===== src/hdl/assert_macros.svh =====
// Assertion helpers for the RTL files; only the top level includes them.
// Each macro samples on the rising edge of clk and is disabled while arst_n is low.
`ifndef ASSERT_MACROS_SVH
`define ASSERT_MACROS_SVH

// The consequent must hold in the same cycle as the antecedent.
`define ASSERT_SAME(label, ante, cons, msg) \
	label: assert property (@(posedge clk) disable iff (!arst_n) (ante) |-> (cons)) \
		else $error(msg);

// The consequent must hold in the cycle after the antecedent.
`define ASSERT_NEXT(label, ante, cons, msg) \
	label: assert property (@(posedge clk) disable iff (!arst_n) (ante) |=> (cons)) \
		else $error(msg);

`endif


===== src/hdl/smpg_pkg.sv =====
`timescale 1ns / 1ps
package smpg_pkg;

	localparam int POS_BITS      = 24;
	localparam int COUNT_BITS    = 24;
	localparam int RATE_IN_BITS  = 17;
	localparam int CFG_IDX_BITS  = 1;
	localparam int CFG_DATA_BITS = 24;

	localparam int DEF_TICKS_PER_SECOND = 1000000;
	localparam int DEF_MAX_RATE         = 50000;

	localparam logic signed [POS_BITS-1:0] POS_RESET     = POS_BITS'(1);
	localparam logic signed [POS_BITS-1:0] POS_MIN_RESET = POS_BITS'(0);
	localparam logic signed [POS_BITS-1:0] POS_MAX_RESET = POS_BITS'(220 * 80);

	typedef enum logic [CFG_IDX_BITS-1:0] {
		REG_POSITION_MIN = 1'b0,
		REG_POSITION_MAX = 1'b1
	} cfg_reg_t;

	typedef enum logic [1:0] {
		ST_IDLE,
		ST_DIVIDE,
		ST_FINISH
	} state_t;

	// Commands from the controller to the datapath.
	typedef struct packed {
		logic tick_upd;   // apply one tick and load the result register
		logic res_now;    // load the result register for a command that starts nothing
		logic div_start;  // latch a new move and prepare the divider
		logic div_step;   // one quotient bit
		logic div_finish; // commit the half period and load the result register
	} ctl_t;

	// Status from the datapath to the controller.
	typedef struct packed {
		logic moving;
		logic steps_zero;
		logic div_last;
	} sts_t;

endpackage


===== src/hdl/smpg_req_if.sv =====
`timescale 1ns / 1ps
interface smpg_req_if;
	import smpg_pkg::*;

	logic                           valid;
	logic                           ready;
	logic                           req_type;
	logic signed [COUNT_BITS-1:0]   step_count;
	logic signed [RATE_IN_BITS-1:0] step_rate;

	modport source (output valid, output req_type, output step_count, output step_rate,
		input ready);
	modport sink (input valid, input req_type, input step_count, input step_rate,
		output ready);
endinterface


===== src/hdl/smpg_res_if.sv =====
`timescale 1ns / 1ps
interface smpg_res_if;
	import smpg_pkg::*;

	logic                       valid;
	logic                       ready;
	logic                       step_out;
	logic                       dir_out;
	logic                       busy_res;
	logic                       done_res;
	logic                       limit_hit;
	logic signed [POS_BITS-1:0] position;

	modport source (output valid, output step_out, output dir_out, output busy_res,
		output done_res, output limit_hit, output position, input ready);
	modport sink (input valid, input step_out, input dir_out, input busy_res,
		input done_res, input limit_hit, input position, output ready);
endinterface


===== src/hdl/stepper_move_pulse_generator_top.sv =====
`timescale 1ns / 1ps
// Stepper move pulse generator with soft position limits.
// The req channel carries one item per transfer: a one-microsecond tick
// (req_type 0) or a move command (req_type 1) with a signed step count and a
// speed in steps per second. Every transfer on req produces exactly one
// transfer on res, which reports the step and direction line levels, busy,
// done, limit stop and the position as they stand after that item.
// A tick, or a command that is ignored while busy or has zero steps, is
// answered in the cycle after its transfer. A command that starts a move runs a
// restoring divider of the tick rate by the clamped speed, one quotient bit
// per cycle; the result register is loaded once the divide is done and the
// held result has left. One item is in work at a time. The result register
// decouples the two sides: req is ready again as soon as the held result
// leaves or is being taken in the same cycle; while res is stalled, ready on
// req stays low and no new item is taken.
// The soft limits are written through cfg_we/cfg_index/cfg_data and should
// only be changed while no move is running. Reset leaves the block idle at
// position 1, forward direction, limits 0 and 17600, with no result pending.
`include "assert_macros.svh"
module stepper_move_pulse_generator_top #(
	parameter int TICKS_PER_SECOND = smpg_pkg::DEF_TICKS_PER_SECOND,
	parameter int MAX_RATE         = smpg_pkg::DEF_MAX_RATE
) (
	input  logic                               clk,
	input  logic                               arst_n,
	smpg_req_if.sink                           req,
	smpg_res_if.source                         res,
	input  logic                               cfg_we,
	input  logic [smpg_pkg::CFG_IDX_BITS-1:0]  cfg_index,
	input  logic [smpg_pkg::CFG_DATA_BITS-1:0] cfg_data
);
	import smpg_pkg::*;

	ctl_t ctl;
	sts_t sts;

	// The controller sequences transfers and the divider; the datapath holds
	// the move state, the limits, the divider and the result register.
	smpg_ctrl u_ctrl (
		.clk         (clk),
		.arst_n      (arst_n),
		.in_valid    (req.valid),
		.in_req_type (req.req_type),
		.in_ready    (req.ready),
		.out_valid   (res.valid),
		.out_ready   (res.ready),
		.sts         (sts),
		.ctl         (ctl)
	);

	smpg_datapath #(
		.TICKS_PER_SECOND (TICKS_PER_SECOND),
		.MAX_RATE         (MAX_RATE)
	) u_datapath (
		.clk        (clk),
		.arst_n     (arst_n),
		.ctl        (ctl),
		.sts        (sts),
		.step_count (req.step_count),
		.step_rate  (req.step_rate),
		.cfg_we     (cfg_we),
		.cfg_index  (cfg_index),
		.cfg_data   (cfg_data),
		.step_out   (res.step_out),
		.dir_out    (res.dir_out),
		.busy_res   (res.busy_res),
		.done_res   (res.done_res),
		.limit_hit  (res.limit_hit),
		.position   (res.position)
	);

	// A finished move is never reported as still busy.
	`ASSERT_SAME(a_done_not_busy, res.valid && res.done_res, !res.busy_res, "done while busy")
	// A limit stop ends the move with the step line low.
	`ASSERT_SAME(a_hit_stops, res.valid && res.limit_hit, res.done_res && !res.step_out,
		"limit stop without done or with line high")
	// The step line is only driven high during a move.
	`ASSERT_SAME(a_step_busy, res.valid && res.step_out, res.busy_res, "step high while idle")
	// Starting a divide blocks further transfers on req for the next cycle.
	`ASSERT_NEXT(a_div_blocks, ctl.div_start, !req.ready, "req ready during divide")
endmodule


===== src/hdl/smpg_ctrl.sv =====
`timescale 1ns / 1ps
module smpg_ctrl (
	input  logic          clk,
	input  logic          arst_n,
	input  logic          in_valid,
	input  logic          in_req_type,
	output logic          in_ready,
	output logic          out_valid,
	input  logic          out_ready,
	input  smpg_pkg::sts_t sts,
	output smpg_pkg::ctl_t ctl
);
	import smpg_pkg::*;

	state_t state_q, state_n;
	logic   out_valid_q;
	logic   out_free;
	logic   accept;
	logic   starts_move;

	assign out_free    = !out_valid_q || out_ready;
	assign accept      = in_valid && in_ready;
	assign starts_move = in_req_type && !sts.moving && !sts.steps_zero;

	always_comb begin
		state_n = state_q;
		unique case (state_q)
			ST_IDLE: begin
				if (accept && starts_move) state_n = ST_DIVIDE;
			end
			ST_DIVIDE: begin
				if (sts.div_last) state_n = ST_FINISH;
			end
			ST_FINISH: begin
				if (out_free) state_n = ST_IDLE;
			end
			default: state_n = ST_IDLE;
		endcase
	end

	always_comb begin
		ctl      = '0;
		in_ready = 1'b0;
		unique case (state_q)
			ST_IDLE: begin
				in_ready       = out_free;
				ctl.tick_upd   = accept && !in_req_type;
				ctl.res_now    = accept && in_req_type && !starts_move;
				ctl.div_start  = accept && starts_move;
			end
			ST_DIVIDE: begin
				ctl.div_step = 1'b1;
			end
			ST_FINISH: begin
				ctl.div_finish = out_free;
			end
			default: begin
				ctl = '0;
			end
		endcase
	end

	always_ff @(posedge clk or negedge arst_n) begin
		if (!arst_n) begin
			state_q     <= ST_IDLE;
			out_valid_q <= 1'b0;
		end else begin
			state_q <= state_n;
			if (ctl.tick_upd || ctl.res_now || ctl.div_finish) begin
				out_valid_q <= 1'b1;
			end else if (out_ready) begin
				out_valid_q <= 1'b0;
			end
		end
	end

	assign out_valid = out_valid_q;
endmodule


===== src/hdl/smpg_datapath.sv =====
`timescale 1ns / 1ps
module smpg_datapath #(
	parameter int TICKS_PER_SECOND = smpg_pkg::DEF_TICKS_PER_SECOND,
	parameter int MAX_RATE         = smpg_pkg::DEF_MAX_RATE
) (
	input  logic                                     clk,
	input  logic                                     arst_n,
	input  smpg_pkg::ctl_t                           ctl,
	output smpg_pkg::sts_t                           sts,
	input  logic signed [smpg_pkg::COUNT_BITS-1:0]   step_count,
	input  logic signed [smpg_pkg::RATE_IN_BITS-1:0] step_rate,
	input  logic                                     cfg_we,
	input  logic [smpg_pkg::CFG_IDX_BITS-1:0]        cfg_index,
	input  logic [smpg_pkg::CFG_DATA_BITS-1:0]       cfg_data,
	output logic                                     step_out,
	output logic                                     dir_out,
	output logic                                     busy_res,
	output logic                                     done_res,
	output logic                                     limit_hit,
	output logic signed [smpg_pkg::POS_BITS-1:0]     position
);
	import smpg_pkg::*;

	localparam int HP_BITS   = $clog2(TICKS_PER_SECOND + 1);
	localparam int RATE_BITS = $clog2(MAX_RATE + 1);
	localparam int IDX_BITS  = $clog2(HP_BITS);
	localparam logic [HP_BITS-1:0]   TPS_VEC  = HP_BITS'(TICKS_PER_SECOND);
	localparam logic [RATE_BITS-1:0] RATE_TOP = RATE_BITS'(MAX_RATE);

	// Limits and move state.
	logic signed [POS_BITS-1:0] pos_min_q, pos_max_q, position_q;
	logic [COUNT_BITS-1:0]      steps_left_q;
	logic [HP_BITS-1:0]         half_period_q, tick_count_q;
	logic                       moving_q, phase_q, dir_q;

	// Divider.
	logic [RATE_BITS-1:0] divisor_q, rem_q;
	logic [HP_BITS-1:0]   quot_q;
	logic [IDX_BITS-1:0]  bit_idx_q;

	// Result register.
	logic                       res_step_q, res_dir_q, res_busy_q, res_done_q, res_hit_q;
	logic signed [POS_BITS-1:0] res_pos_q;

	// Tick next state.
	logic signed [POS_BITS-1:0] n_position, pos_adv;
	logic [COUNT_BITS-1:0]      n_steps_left, steps_dec;
	logic [HP_BITS-1:0]         n_tick_count, tick_dec;
	logic [HP_BITS:0]           tick_inc;
	logic                       n_moving, n_phase, t_done, t_hit;
	logic                       limit_now, limit_adv;

	// Command decode.
	logic [RATE_IN_BITS-2:0] rate_pos;
	logic [RATE_BITS-1:0]    rate_clamped;
	logic [COUNT_BITS-1:0]   steps_abs;
	logic [RATE_BITS:0]      trial;
	logic                    q_bit;

	assign pos_adv   = dir_q ? position_q - POS_BITS'(1) : position_q + POS_BITS'(1);
	assign steps_dec = steps_left_q - COUNT_BITS'(1);
	assign tick_inc  = {1'b0, tick_count_q} + (HP_BITS + 1)'(1);
	assign tick_dec  = tick_count_q - HP_BITS'(1);
	assign limit_now = (!dir_q && position_q >= pos_max_q) || (dir_q && position_q <= pos_min_q);
	assign limit_adv = (!dir_q && pos_adv >= pos_max_q) || (dir_q && pos_adv <= pos_min_q);

	always_comb begin
		n_position   = position_q;
		n_steps_left = steps_left_q;
		n_tick_count = tick_count_q;
		n_moving     = moving_q;
		n_phase      = phase_q;
		t_done       = 1'b0;
		t_hit        = 1'b0;
		if (moving_q) begin
			if (!phase_q && tick_count_q == '0) begin
				// Start of a step: check the limit, then raise the line.
				n_tick_count = '0;
				if (limit_now) begin
					n_moving     = 1'b0;
					n_steps_left = '0;
					t_done       = 1'b1;
					t_hit        = 1'b1;
				end else begin
					n_phase = 1'b1;
				end
			end else if (phase_q) begin
				if (tick_inc >= {1'b0, half_period_q}) begin
					n_phase      = 1'b0;
					n_tick_count = half_period_q;
				end else begin
					n_tick_count = tick_inc[HP_BITS-1:0];
				end
			end else begin
				n_tick_count = tick_dec;
				if (tick_dec == '0) begin
					// End of the low half: the step is complete.
					n_position   = pos_adv;
					n_steps_left = steps_dec;
					if (steps_dec == '0) begin
						n_moving = 1'b0;
						t_done   = 1'b1;
					end else if (limit_adv) begin
						n_moving     = 1'b0;
						n_steps_left = '0;
						t_done       = 1'b1;
						t_hit        = 1'b1;
					end else begin
						n_phase = 1'b1;
					end
				end
			end
		end
	end

	always_comb begin
		rate_pos = step_rate[RATE_IN_BITS-2:0];
		if (step_rate[RATE_IN_BITS-1] || rate_pos == '0) begin
			rate_clamped = RATE_BITS'(1);
		end else if (rate_pos > (RATE_IN_BITS - 1)'(MAX_RATE)) begin
			rate_clamped = RATE_TOP;
		end else begin
			rate_clamped = RATE_BITS'(rate_pos);
		end
		steps_abs = step_count[COUNT_BITS-1] ? COUNT_BITS'(-step_count) : COUNT_BITS'(step_count);
		trial     = {rem_q, TPS_VEC[bit_idx_q]};
		q_bit     = trial >= {1'b0, divisor_q};
	end

	assign sts.moving     = moving_q;
	assign sts.steps_zero = step_count == '0;
	assign sts.div_last   = bit_idx_q == '0;

	always_ff @(posedge clk or negedge arst_n) begin
		if (!arst_n) begin
			pos_min_q     <= POS_MIN_RESET;
			pos_max_q     <= POS_MAX_RESET;
			position_q    <= POS_RESET;
			steps_left_q  <= '0;
			half_period_q <= '0;
			tick_count_q  <= '0;
			moving_q      <= 1'b0;
			phase_q       <= 1'b0;
			dir_q         <= 1'b0;
		end else begin
			if (cfg_we) begin
				unique case (cfg_reg_t'(cfg_index))
					REG_POSITION_MIN: pos_min_q <= POS_BITS'(cfg_data);
					REG_POSITION_MAX: pos_max_q <= POS_BITS'(cfg_data);
				endcase
			end
			if (ctl.tick_upd) begin
				position_q   <= n_position;
				steps_left_q <= n_steps_left;
				tick_count_q <= n_tick_count;
				moving_q     <= n_moving;
				phase_q      <= n_phase;
			end
			if (ctl.div_start) begin
				dir_q        <= step_count[COUNT_BITS-1];
				steps_left_q <= steps_abs;
			end
			if (ctl.div_finish) begin
				half_period_q <= (quot_q == '0) ? HP_BITS'(1) : quot_q;
				tick_count_q  <= '0;
				phase_q       <= 1'b0;
				moving_q      <= 1'b1;
			end
		end
	end

	// Restoring divider of the tick rate by the speed, one quotient bit per cycle.
	always_ff @(posedge clk) begin
		if (ctl.div_start) begin
			divisor_q <= rate_clamped;
			rem_q     <= '0;
			quot_q    <= '0;
			bit_idx_q <= IDX_BITS'(HP_BITS - 1);
		end else if (ctl.div_step) begin
			rem_q     <= q_bit ? RATE_BITS'(trial - {1'b0, divisor_q}) : trial[RATE_BITS-1:0];
			quot_q    <= {quot_q[HP_BITS-2:0], q_bit};
			bit_idx_q <= bit_idx_q - IDX_BITS'(1);
		end
	end

	always_ff @(posedge clk) begin
		if (ctl.tick_upd) begin
			res_step_q <= n_phase;
			res_dir_q  <= dir_q;
			res_busy_q <= n_moving;
			res_done_q <= t_done;
			res_hit_q  <= t_hit;
			res_pos_q  <= n_position;
		end else if (ctl.res_now) begin
			res_step_q <= phase_q;
			res_dir_q  <= dir_q;
			res_busy_q <= moving_q;
			res_done_q <= !moving_q && sts.steps_zero;
			res_hit_q  <= 1'b0;
			res_pos_q  <= position_q;
		end else if (ctl.div_finish) begin
			res_step_q <= 1'b0;
			res_dir_q  <= dir_q;
			res_busy_q <= 1'b1;
			res_done_q <= 1'b0;
			res_hit_q  <= 1'b0;
			res_pos_q  <= position_q;
		end
	end

	assign step_out  = res_step_q;
	assign dir_out   = res_dir_q;
	assign busy_res  = res_busy_q;
	assign done_res  = res_done_q;
	assign limit_hit = res_hit_q;
	assign position  = res_pos_q;
endmodule

===== src/flat_wrapper.sv =====
// flat-port wrapper written by rule: the top's interface ports become plain ports
module stepper_move_pulse_generator_top_flat import smpg_pkg::*;
#(
	parameter int TICKS_PER_SECOND = smpg_pkg::DEF_TICKS_PER_SECOND,
	parameter int MAX_RATE         = smpg_pkg::DEF_MAX_RATE
)
  (clk, arst_n, cfg_we, cfg_index, cfg_data, req_valid, req_req_type, req_step_count, req_step_rate, req_ready, res_valid, res_step_out, res_dir_out, res_busy_res, res_done_res, res_limit_hit, res_position, res_ready);
  smpg_req_if req_i ();
  smpg_res_if res_i ();
  input  logic clk;
  input  logic arst_n;
  input  logic cfg_we;
  input  logic [smpg_pkg::CFG_IDX_BITS-1:0] cfg_index;
  input  logic [smpg_pkg::CFG_DATA_BITS-1:0] cfg_data;
  input wire logic [$bits(req_i.valid)-1:0] req_valid;
  input wire logic [$bits(req_i.req_type)-1:0] req_req_type;
  input wire logic [$bits(req_i.step_count)-1:0] req_step_count;
  input wire logic [$bits(req_i.step_rate)-1:0] req_step_rate;
  output wire logic [$bits(req_i.ready)-1:0] req_ready;
  output wire logic [$bits(res_i.valid)-1:0] res_valid;
  output wire logic [$bits(res_i.step_out)-1:0] res_step_out;
  output wire logic [$bits(res_i.dir_out)-1:0] res_dir_out;
  output wire logic [$bits(res_i.busy_res)-1:0] res_busy_res;
  output wire logic [$bits(res_i.done_res)-1:0] res_done_res;
  output wire logic [$bits(res_i.limit_hit)-1:0] res_limit_hit;
  output wire logic [$bits(res_i.position)-1:0] res_position;
  input wire logic [$bits(res_i.ready)-1:0] res_ready;
  assign req_i.valid = req_valid;
  assign req_i.req_type = req_req_type;
  assign req_i.step_count = req_step_count;
  assign req_i.step_rate = req_step_rate;
  assign req_ready = req_i.ready;
  assign res_valid = res_i.valid;
  assign res_step_out = res_i.step_out;
  assign res_dir_out = res_i.dir_out;
  assign res_busy_res = res_i.busy_res;
  assign res_done_res = res_i.done_res;
  assign res_limit_hit = res_i.limit_hit;
  assign res_position = res_i.position;
  assign res_i.ready = res_ready;
  stepper_move_pulse_generator_top #(.TICKS_PER_SECOND(TICKS_PER_SECOND), .MAX_RATE(MAX_RATE)) u_core (.clk(clk), .arst_n(arst_n), .req(req_i), .res(res_i), .cfg_we(cfg_we), .cfg_index(cfg_index), .cfg_data(cfg_data));
endmodule

===== config.mk =====
export PLATFORM = sky130hd
export DESIGN_NAME = stepper_move_pulse_generator_top_flat
export DESIGN_NICKNAME = d
export VERILOG_FILES = /design/src/hdl/smpg_pkg.sv /design/src/hdl/smpg_req_if.sv /design/src/hdl/smpg_res_if.sv /design/src/hdl/stepper_move_pulse_generator_top.sv /design/src/hdl/smpg_ctrl.sv /design/src/hdl/smpg_datapath.sv /design/src/flat_wrapper.sv
export VERILOG_INCLUDE_DIRS = /design/src /design/src/hdl
export SDC_FILE = /design/constraint.sdc
export NUM_CORES = 1
export LEC_CHECK = 0
export BUFFER_PORTS_ARGS = -buffer_cell sky130_fd_sc_hd__buf_2
export CELL_PAD_IN_SITES_DETAIL_PLACEMENT = 0
export CELL_PAD_IN_SITES_GLOBAL_PLACEMENT = 1
export CORE_AREA = 2 2 230 176
export CTS_CLUSTER_DIAMETER = 80
export DETAILED_ROUTE_END_ITERATION = 12
export DIE_AREA = 0 0 232 178
export MAX_ROUTING_LAYER = met4
export PLACE_DENSITY_LB_ADDON = 0.1
export SLEW_MARGIN = 20
export SYNTH_ARGS = -nofsm -noshare
export SYNTH_HDL_FRONTEND = slang
export SYNTH_SLANG_ARGS = --single-unit
export TNS_END_PERCENT = 30

===== constraint.sdc =====
create_clock -name clk -period 6.4 [get_ports clk]
set_input_delay 0.32 -clock clk [delete_from_list [all_inputs] [get_ports clk]]
set_output_delay 0.32 -clock clk [all_outputs]
set_load 0.03 [all_outputs]

==> impl_metrics.ini, run 1 <==
[routing]
dr.pass1.iters = 5
drt_iter0_drc = 1094
viasPerCell = 5.556
antenna_left = 0
wire_per_inst_microns = 19.19
drc = 0
vias = 13495
totalWireLength_mm = 46.61

[sta]
finalSetupTns_ns = 0
worst_pin_slew_ns = 0.9701
setup_viol = 0
fin_crit_ns = 5.869
fin_ws_ns = 0.5305
rsz0062_at_grt = false
fin_crit_sh_pct = 91.71
clock_skew_ns = 0.02406
max_slew_margin_pct = 35.32
fmax_ghz = 0.1704
hold_violations = 0
drv_slew = 0

[layout]
layout_commonest_cell = nand2_1
final_cell_mix = 200 x nand2_1, 161 x ha_1, 138 x a21oi_1, 136 x dfrtp_1, 127 x inv_1
diodes = 0
final_layout_size_suffix_gt1_share_pct = 12.83
area_growth_pct = 13.45
fin_cells = 2429
nNetsFinal = 2123

[power]
ir_worst_vdd_v = 0.0002145
p_per_area_nw_per_um2 = 371.1
cellLeakagePower_nw = 8.291

[clocking]
tritoncts = done
cts_inserted_buffers = 27
clk_pin_slew_ns = 0.06
clock_path_buffers = 3
clkSinkCount = 229
post_cts_buffers = 0
root_buffer = clkbuf_16
h-tree-depth = 1
clk_latency_ns = 0.56

[floorplan]
die_w_microns = 232
die-area_sq_um = 41300
pin_count = 103
core_sq_um = 39020
die-height_microns = 178
start_util_pct = 40.52
num_rows = 63

[synthesis]
netlist_instances = 1785
avgSynthCellArea_sq_um = 8.857
syn_area_sq_um = 15810
yosysWarnings = 0
synth.net_count = 2020
ys_seq_area_share_pct = 36.38
synth.ff_latch_count = 229
synthFlopType = dfrtp_1
synth_edf_count = 45
synth_cell_types = 82
async_flop_share_pct = 62.01

[worst_setup_path]
endpoint_kind = flip-flop
cp.arrival_ns = 6.32
crit_fanout = 30
path_cells = fa_1 > a21o_1 > a211oi_1 > o21ai_0 > o211a_1 > o41ai_1 > buf_4 > a21oi_1 > a21oi_1 > xnor2_1 > ha_1 > nand3_1 > or4_1 > a2111oi_1 > nor4b_1 > mux2i_1 > o211ai_1 > o21bai_2 > buf_6 > o21ai_0 > a221o_1
critical_path.top_delay_family = compound AO/OA/AOI/OAI gates
required_ns = 6.85
path_buf_inv = 2
crit_path_top_delay_cell = dfrtp_2
critPathLaunchType = flip-flop
critPathKind = reg -> reg
timing.critical_path.slowest_cell_delay_ns = 0.55

[job]
maxCapViolCount = 0

[grt]
antenna_found_initial = 0
grt_max_degree = 85
grt_overflow_total = 0
grt_pass1_wl_mm = 73.95
grt_pass1_vias = 12869
grtUsageTotal_pct = 23.40

[worst_hold_path]
hp-class = in -> reg

[place]
portBuffers = 102
dp.cells = 2356
place.gp.congestion = 0.8928
hpwl_mm = 34.97
place_ws_ns = 0.03125

[status]
status = completed
stage by stage:
stage	utilization (%)	total power, mW	hold WS, ns	cell area [sq um]
5_1_grt	45.97	7.170	0.02952	17940
3_3_place_gp	43.20	5.109	0.4588	16850
6_report	45.97	6.657	0.03155	17940
2_1_floorplan	-	4.330	0.02441	15810
4_1_cts	45.91	6.669	0.001592	17910
3_5_place_dp	43.20	5.145	0.4590	16850
worst register-to-register path: stages (launching register included):
cell       delay, ns
dfrtp_2         0.55
fa_1            0.47
a21o_1          0.19
a211oi_1        0.32
o21ai_0         0.18
o211a_1         0.20
o41ai_1         0.36
buf_4           0.20
a21oi_1         0.07
a21oi_1         0.19
xnor2_1         0.15
ha_1            0.32
nand3_1         0.17
or4_1           0.55
a2111oi_1       0.33
nor4b_1         0.12
mux2i_1         0.26
o211ai_1        0.18
o21bai_2        0.18
buf_6           0.26
o21ai_0         0.13
a221o_1         0.38
path summary, 6_finish.rpt:
check,end,cells after the start,slack [ns],from
min in group asynchronous,u_core.u_datapath.pos_max_q[19]$_DFFE_PN0P_,2,0.41,arst_n
hold / removal,u_core.u_datapath.pos_min_q[22]$_DFFE_PN0P_,3,0.03,cfg_data[22]
setup reg to reg,u_core.u_datapath.steps_left_q[20]$_DFFE_PN0P_,21,0.53,u_core.u_datapath.dir_q$_DFFE_PN0P_
hold reg to reg,u_core.u_datapath.quot_q[12]$_SDFFE_PP0P_,2,0.48,u_core.u_datapath.quot_q[11]$_SDFFE_PP0P_
max in group asynchronous,u_core.u_datapath.dir_q$_DFFE_PN0P_,3,4.56,arst_n
setup / recovery,u_core.u_datapath.steps_left_q[20]$_DFFE_PN0P_,21,0.53,u_core.u_datapath.dir_q$_DFFE_PN0P_
repair_timing:
| action | CTS | global route |
|---|---|---|
| pin swaps | 0 | 0 |
| hold buffers | 23 | 0 |
| cloned | 0 | 0 |
| setup endpoints to repair | 3 | 27 |
| hold endpoints to repair | 110 | 0 |
| gates resized for setup | 1 | 5 |
sequential cells by signal, summed over array words and instances, names as in the netlist, 5 cells and up:
| signal | count |
|---|---|
| u_core.u_datapath.position | 24 |
| u_core.u_datapath.bit_idx_q | 5 |
| u_core.u_datapath.tick_count_q | 20 |
| u_core.u_datapath.quot_q | 20 |
| u_core.u_datapath.pos_min_q | 24 |
| u_core.u_datapath.position_q | 24 |
| u_core.u_datapath.rem_q | 16 |
| u_core.u_datapath.divisor_q | 16 |
| u_core.u_datapath.pos_max_q | 24 |
| u_core.u_datapath.steps_left_q | 24 |
| u_core.u_datapath.half_period_q | 20 |
synthesized netlist by cell type (17+ instances only):
master    count  area share [%]
nand3_1      35             1.1
nor2_1      119             2.8
dfxtp_1      42             5.3
dfrtp_1     137              22
nor2b_1      18            0.71
and3_1       17            0.67
xor2_1       31             1.7
a31oi_1      18            0.71
o21a_1       18            0.85
clkbuf_1     52             1.2
o21ai_0     126             4.0
nand4_1      35             1.4
nor3_1       46             1.5
a21oi_1     138             4.4
edfxtp_1     45             8.5
nand2_1     200             4.7
xnor2_1      52             2.9
ha_1        161              13
mux2_2       52             3.7
a21o_1       26             1.2
nor4_1       26             1.0
inv_1       127             3.0
power by group:
part / internal (mW) / switching [mW]
combinational: 1.14 / 1.78
clock: 0.833 / 0.644
sequential: 1.84 / 0.421
per-layer routing:
layer  up-vias  wire length [microns]  global-route usage [%]
met5         -                      0                       -
met4         0                    824                   4.140
met3        49                   2607                   4.188
met2       295                  17810                   30.86
met1      6457                  25360                   36.74
li1       6694                      -                       -
cell type report:
type | instances | area [sq um]
Sequential cell | 229 | 5753
Clock inverter | 8 | 53.80
Multi-Input combinational cell | 1361 | 9351
Timing Repair Buffer | 142 | 878.3
Inverter | 127 | 476.7
Clock buffer | 42 | 773.2
Fill cell | 3874 | 21080
Tap cell | 520 | 650.6
cell families after synthesis:
logic type / synth area share, %
flip-flops: 36.38
multiplexers: 4.717
XOR/XNOR: 4.598
AO/OA/AOI/OAI: 18.55
buffers and inverters: 4.780
adder cells (fa/ha/maj): 12.99
AND/OR/NAND/NOR: 17.98
Note: power is estimated with default switching activity, not from simulation.
==> inputs of run 2 (changes only) <==
- RECOVER_POWER: unset -> 100
==> run 2 against run 1 <==
The run now ends with max-capacitance violations, max-slew violations left; maximum frequency about the same; non-clock buffer count unchanged; global-route usage unchanged; core utilization decreased by 0.27 points; critical endpoint is now u_core.u_datapath.steps_left_q[4]$_DFFE_PN0P_; largest cell class unchanged; largest power group unchanged.
==> impl_metrics.ini, run 2 (synthesis gave the netlist of run 1 again) <==
[grt]
antenna_found_initial = 0
grt_pass1_vias = 12869
grt_pass1_wl_mm = 73.95
grtUsageTotal_pct = 23.40
grt_max_degree = 85
grt_overflow_total = 0

[layout]
final_cell_mix = 200 x nand2_1, 161 x ha_1, 139 x a21oi_1, 136 x dfrtp_1, 130 x o21ai_0
area_growth_pct = 12.80
final_layout_size_suffix_gt1_share_pct = 9.953
layout_commonest_cell = nand2_1
diodes = 0
nNetsFinal = 2123

[worst_setup_path]
endpoint_kind = flip-flop
path_cells = fa_1 > a21o_1 > a211oi_1 > o21ai_0 > o211a_1 > o41ai_1 > buf_4 > a21oi_1 > a21oi_1 > xnor2_1 > ha_1 > nand3_1 > or4_1 > a2111oi_1 > nor4b_1 > mux2i_1 > o211ai_1 > o21bai_2 > buf_6 > o21ai_0 > a221o_1
required_ns = 6.84
timing.critical_path.slowest_cell_delay_ns = 0.56
critPathLaunchType = flip-flop
r2r_cells = 21
crit_fanout = 30
crit_path_top_delay_cell = or4_1
cp.arrival_ns = 6.31
critPathKind = reg -> reg
r2r_setup_slack_ns = 0.54

[sta]
fin_crit_ns = 5.865
hold_ws_ns = 0.03592
setup_viol = 0
max_slew_margin_pct = -227.5
worst_pin_slew_ns = 4.913
hold_violations = 0
clock_skew_ns = 0.02627
fin_crit_sh_pct = 91.63
rsz0062_at_grt = false
finalSetupTns_ns = 0
drv_slew = 298
fmax_ghz = 0.1705

[routing]
vias = 13524
wire_per_inst_microns = 19.19
wl_met1_mm = 25.23
wl_met3_mm = 2.732
viasPerCell = 5.568
drc = 0
dr.pass1.iters = 5
drt_iter0_drc = 1055
antenna_left = 0
top_signal_layer_used = met4
totalWireLength_mm = 46.62
wl_met2_mm = 17.89

[power]
cellLeakagePower_nw = 8.150
p_per_area_nw_per_um2 = 372.5
ir_worst_vdd_v = 0.0002143

[floorplan]
die-area_sq_um = 41300
pin_count = 103
start_util_pct = 40.52
die_w_microns = 232
die-height_microns = 178
num_rows = 63
core_sq_um = 39020

[clocking]
cts_inserted_buffers = 27
clock_path_buffers = 3
tritoncts = done
clkSinkCount = 229
root_buffer = clkbuf_16
clk_latency_ns = 0.57
clk_pin_slew_ns = 0.06
h-tree-depth = 1

[place]
place.gp.congestion = 0.8928
hpwl_mm = 34.97
portBuffers = 102

[worst_hold_path]
hp-class = in -> reg
hold_depth = 3

[job]
maxCapViolCount = 7

[status]
violations = max-capacitance violations, max-slew violations
status = finished with violations
## run 2: what timing repair did
action | CTS | global route
hold buffers | 23 | 0
pin swaps | 0 | 0
endpoints found under the hold margin | 110 | 0
gates resized for setup | 1 | 5
buffers inserted | 0 | 0
gates cloned | 0 | 0
setup endpoints to repair | 3 | 27
## run 2: layer usage
layer	track usage [%]	up-vias
met5	-	-
met4	4.140	0
met3	4.188	47
met2	30.86	311
met1	36.74	6466
li1	-	6700
## run 2: final cells by class
class | count | area (sq um)
sequential | 229 | 5753
tap | 520 | 650.6
fill | 3894 | 21190
inverter | 127 | 476.7
clock inverter | 8 | 53.80
multi-input combinational | 1361 | 9335
timing repair buffer | 142 | 790.8
clock buffer | 42 | 773.2
## run 2: power by group
| group | internal (mW) | switching, mW |
|---|---|---|
| logic | 1.13 | 1.78 |
| clock network | 0.833 | 0.644 |
| registers | 1.84 | 0.423 |
| total | 3.80 | 2.84 |
## run 2: worst max-delay path, delay by kind of cell (launching register included)
kind                     cells  cell delay, ns
XOR/XNOR                     1            0.15
AND/OR/NAND/NOR              3            0.85
AO/OA/AOI/OAI               12            2.68
multiplexers                 1            0.24
buffers and inverters        2            0.46
flip-flops                   1            0.55
adder cells (fa/ha/maj)      2            0.79
## run 2: through the flow
stage	setup WS, ns	total power, mW	std cells	cell area [sq um]	utilization, %
4_1_cts	0.2072	6.669	2429	17910	45.91
6_report	0.5354	6.643	2429	17830	45.70
5_1_grt	0.02444	7.156	2429	17830	45.70
2_1_floorplan	0.8744	4.330	1785	15810	-
3_5_place_dp	0.03125	5.145	2356	16850	43.20
3_3_place_gp	0.2371	5.109	2356	16850	43.20
## run 2: path summary, 6_finish.rpt
check,startpoint,end
min in group asynchronous,arst_n,u_core.u_datapath.pos_max_q[19]$_DFFE_PN0P_
setup / recovery,u_core.u_datapath.dir_q$_DFFE_PN0P_,u_core.u_datapath.steps_left_q[4]$_DFFE_PN0P_
max in group asynchronous,arst_n,u_core.u_datapath.dir_q$_DFFE_PN0P_
hold reg to reg,u_core.u_datapath.quot_q[11]$_SDFFE_PP0P_,u_core.u_datapath.quot_q[12]$_SDFFE_PP0P_
setup reg to reg,u_core.u_datapath.dir_q$_DFFE_PN0P_,u_core.u_datapath.steps_left_q[4]$_DFFE_PN0P_
hold / removal,cfg_data[22],u_core.u_datapath.pos_min_q[22]$_DFFE_PN0P_
==> inputs of run 3 (changes only) <==
- CTS_BUF_LIST: unset -> sky130_fd_sc_hd__clkbuf_8
==> run 3 against run 2 <==
The flow still finishes with violations (max-capacitance violations, max-slew violations); wire length is 0.68% higher; clock power down 3%; cell area grew 0.39%; global-route usage rose by 0.23 points; via count increased by 0.75%; core utilization grew 0.18 points; die area did not move; clock skew fell by 0.0094 ns; worst hold slack worse by 0.0032 ns; largest cell class unchanged; highest routed layer unchanged.
==> impl_metrics.ini, run 3 (synthesis gave the netlist of run 1 again) <==
[status]
status = finished with violations
violations = max-capacitance violations, max-slew violations

[layout]
multi_input_area_sq_um = 9341
layout_commonest_cell = nand2_1
regArea_sq_um = 5753
nNetsFinal = 2140
fillCellCount = 3896
fin_util_pct = 45.88
final_layout_size_suffix_gt1_share_pct = 10.99
final_cell_mix = 200 x nand2_1, 161 x ha_1, 142 x inv_1, 139 x a21oi_1, 136 x dfrtp_1
diodes = 0
area_growth_pct = 13.24

[worst_hold_path]
hp-class = in -> reg
worstHoldStart = cfg_data[23]
hold_depth = 2
whs_endpoint = u_core.u_datapath.pos_max_q[23]$_DFFE_PN0P_

[sta]
fmax_ghz = 0.1700
setup_viol = 0
clock_skew_ns = 0.01689
rsz0062_at_grt = false
fin_crit_sh_pct = 91.90
worst_pin_slew_ns = 4.894
max_slew_margin_pct = -226.3
finalSetupTns_ns = 0
drv_slew = 298
fin_crit_ns = 5.881
hold_violations = 0

[worst_setup_path]
path_cells = fa_1 > a21o_1 > a211oi_1 > o21ai_0 > o211a_1 > o41ai_1 > buf_4 > a21oi_1 > a21oi_1 > xnor2_1 > ha_1 > nand3_1 > or4_1 > a2111oi_1 > nor4b_1 > mux2i_1 > o211ai_1 > o21bai_2 > buf_6 > o21ai_0 > a221o_1
r2r_setup_slack_ns = 0.52
endpoint_kind = flip-flop
crit_path_top_delay_cell = dfrtp_2
critPathKind = reg -> reg
critPathLaunch = u_core.u_datapath.dir_q$_DFFE_PN0P_
r2r_end = u_core.u_datapath.steps_left_q[4]$_DFFE_PN0P_
r2r_cells = 21
crit_fanout = 30
timing.critical_path.slowest_cell_delay_ns = 0.56
critical_path.top_delay_family = compound AO/OA/AOI/OAI gates
critPathLaunchType = flip-flop
path_buf_inv = 2
cp.arrival_ns = 6.34
required_ns = 6.86
r2r-start = u_core.u_datapath.dir_q$_DFFE_PN0P_

[routing]
dr.pass1.iters = 7
drt_iter0_drc = 947
wire_per_inst_microns = 19.09
totalWireLength_mm = 46.93
viasPerCell = 5.544
drc = 0
vias = 13626
antenna_left = 0

[power]
p_sw_share_pct = 43.08
ir_worst_vdd_v = 0.0001315
pwr-share-seq_pct = 34.3
internal-power_mw = 3.764
power_mw = 6.613
p_clk_share_pct = 21.8
p_per_area_nw_per_um2 = 369.4
switching_power_mw = 2.849
combPwrFrac_pct = 43.9
cellLeakagePower_nw = 8.260

[grt]
grt_overflow_total = 0
grt_pass1_vias = 12992
grt_pass1_wl_mm = 74.33
grtUsageTotal_pct = 23.64
grt_max_degree = 85
antenna_found_initial = 0

[floorplan]
pin_count = 103
die_w_microns = 232
core_sq_um = 39020
die-height_microns = 178
start_util_pct = 40.52
die-area_sq_um = 41300
num_rows = 63

[clocking]
cts_inserted_buffers = 41
root_buffer = clkbuf_8
clk_pin_slew_ns = 0.06
clkSinkCount = 229
h-tree-depth = 2
clk_latency_ns = 0.58
clock_path_buffers = 3
tritoncts = done

[job]
maxCapViolCount = 7

[place]
place.gp.congestion = 0.8928
portBuffers = 102
hpwl_mm = 34.97
-- run 3: cell types whose count changed in the layout (fill, tap and decap cells not counted), sizes merged --
cell	change
bufinv	+1
clkbuf	+12
inv	+12
clkinv	+1
dlygate4sd3	+3
-- run 3: power by group through the flow --
stage               clock network (mW)  registers, mW  logic, mW
floorplan                            0           2.15       2.19
global placement                     0           2.27       2.84
detailed placement                   0           2.28       2.87
CTS                               1.49           2.25       2.90
global route                      1.55           2.32       3.26
finish                            1.44           2.27       2.90
-- run 3: what timing repair did --
| item | CTS | global route |
|---|---|---|
| gates resized for setup | 1 | 5 |
| hold buffers | 26 | 0 |
| endpoints found under the hold margin | 127 | 0 |
| endpoints found under the setup margin | 2 | 27 |
| buffers inserted | 0 | 0 |
-- run 3: how the worst max path moves through the flow --
stage | to | slack [ns] | depth (start not counted)
floorplan | u_core.u_datapath.steps_left_q[20]$_DFFE_PN0P_ | 0.87 | 20
global placement | u_core.u_datapath.steps_left_q[20]$_DFFE_PN0P_ | 0.24 | 21
detailed placement | u_core.u_datapath.steps_left_q[20]$_DFFE_PN0P_ | 0.03 | 21
CTS | u_core.u_datapath.steps_left_q[20]$_DFFE_PN0P_ | 0.22 | 21
global route | u_core.u_datapath.steps_left_q[4]$_DFFE_PN0P_ | 0.01 | 21
finish | u_core.u_datapath.steps_left_q[4]$_DFFE_PN0P_ | 0.52 | 21
-- run 3: through the flow --
step | area, sq um | instances | hold WS, ns | setup slack, ns
2_1_floorplan | 15810 | 1785 | 0.02441 | 0.8744
3_3_place_gp | 16850 | 2356 | 0.4588 | 0.2371
3_5_place_dp | 16850 | 2356 | 0.4590 | 0.03125
4_1_cts | 17980 | 2458 | 0.001671 | 0.2208
5_1_grt | 17900 | 2458 | 0.003843 | 0.01363
6_report | 17900 | 2458 | 0.03273 | 0.5186
-- run 3: layout make-up --
class                      count  share of cell area, %
clock buffer                  54                  4.151
clock inverter                22                 0.6569
inverter                     127                  2.663
multi-input combinational   1361                  52.18
sequential                   229                  32.13
tap                          520                  3.634
timing repair buffer         145                  4.585
-- run 3: routing by layer --
layer	routed length, microns	GRT usage [%]
met5	0	-
met4	765	5.315
met3	3115	4.444
met2	17950	30.85
met1	25110	36.81
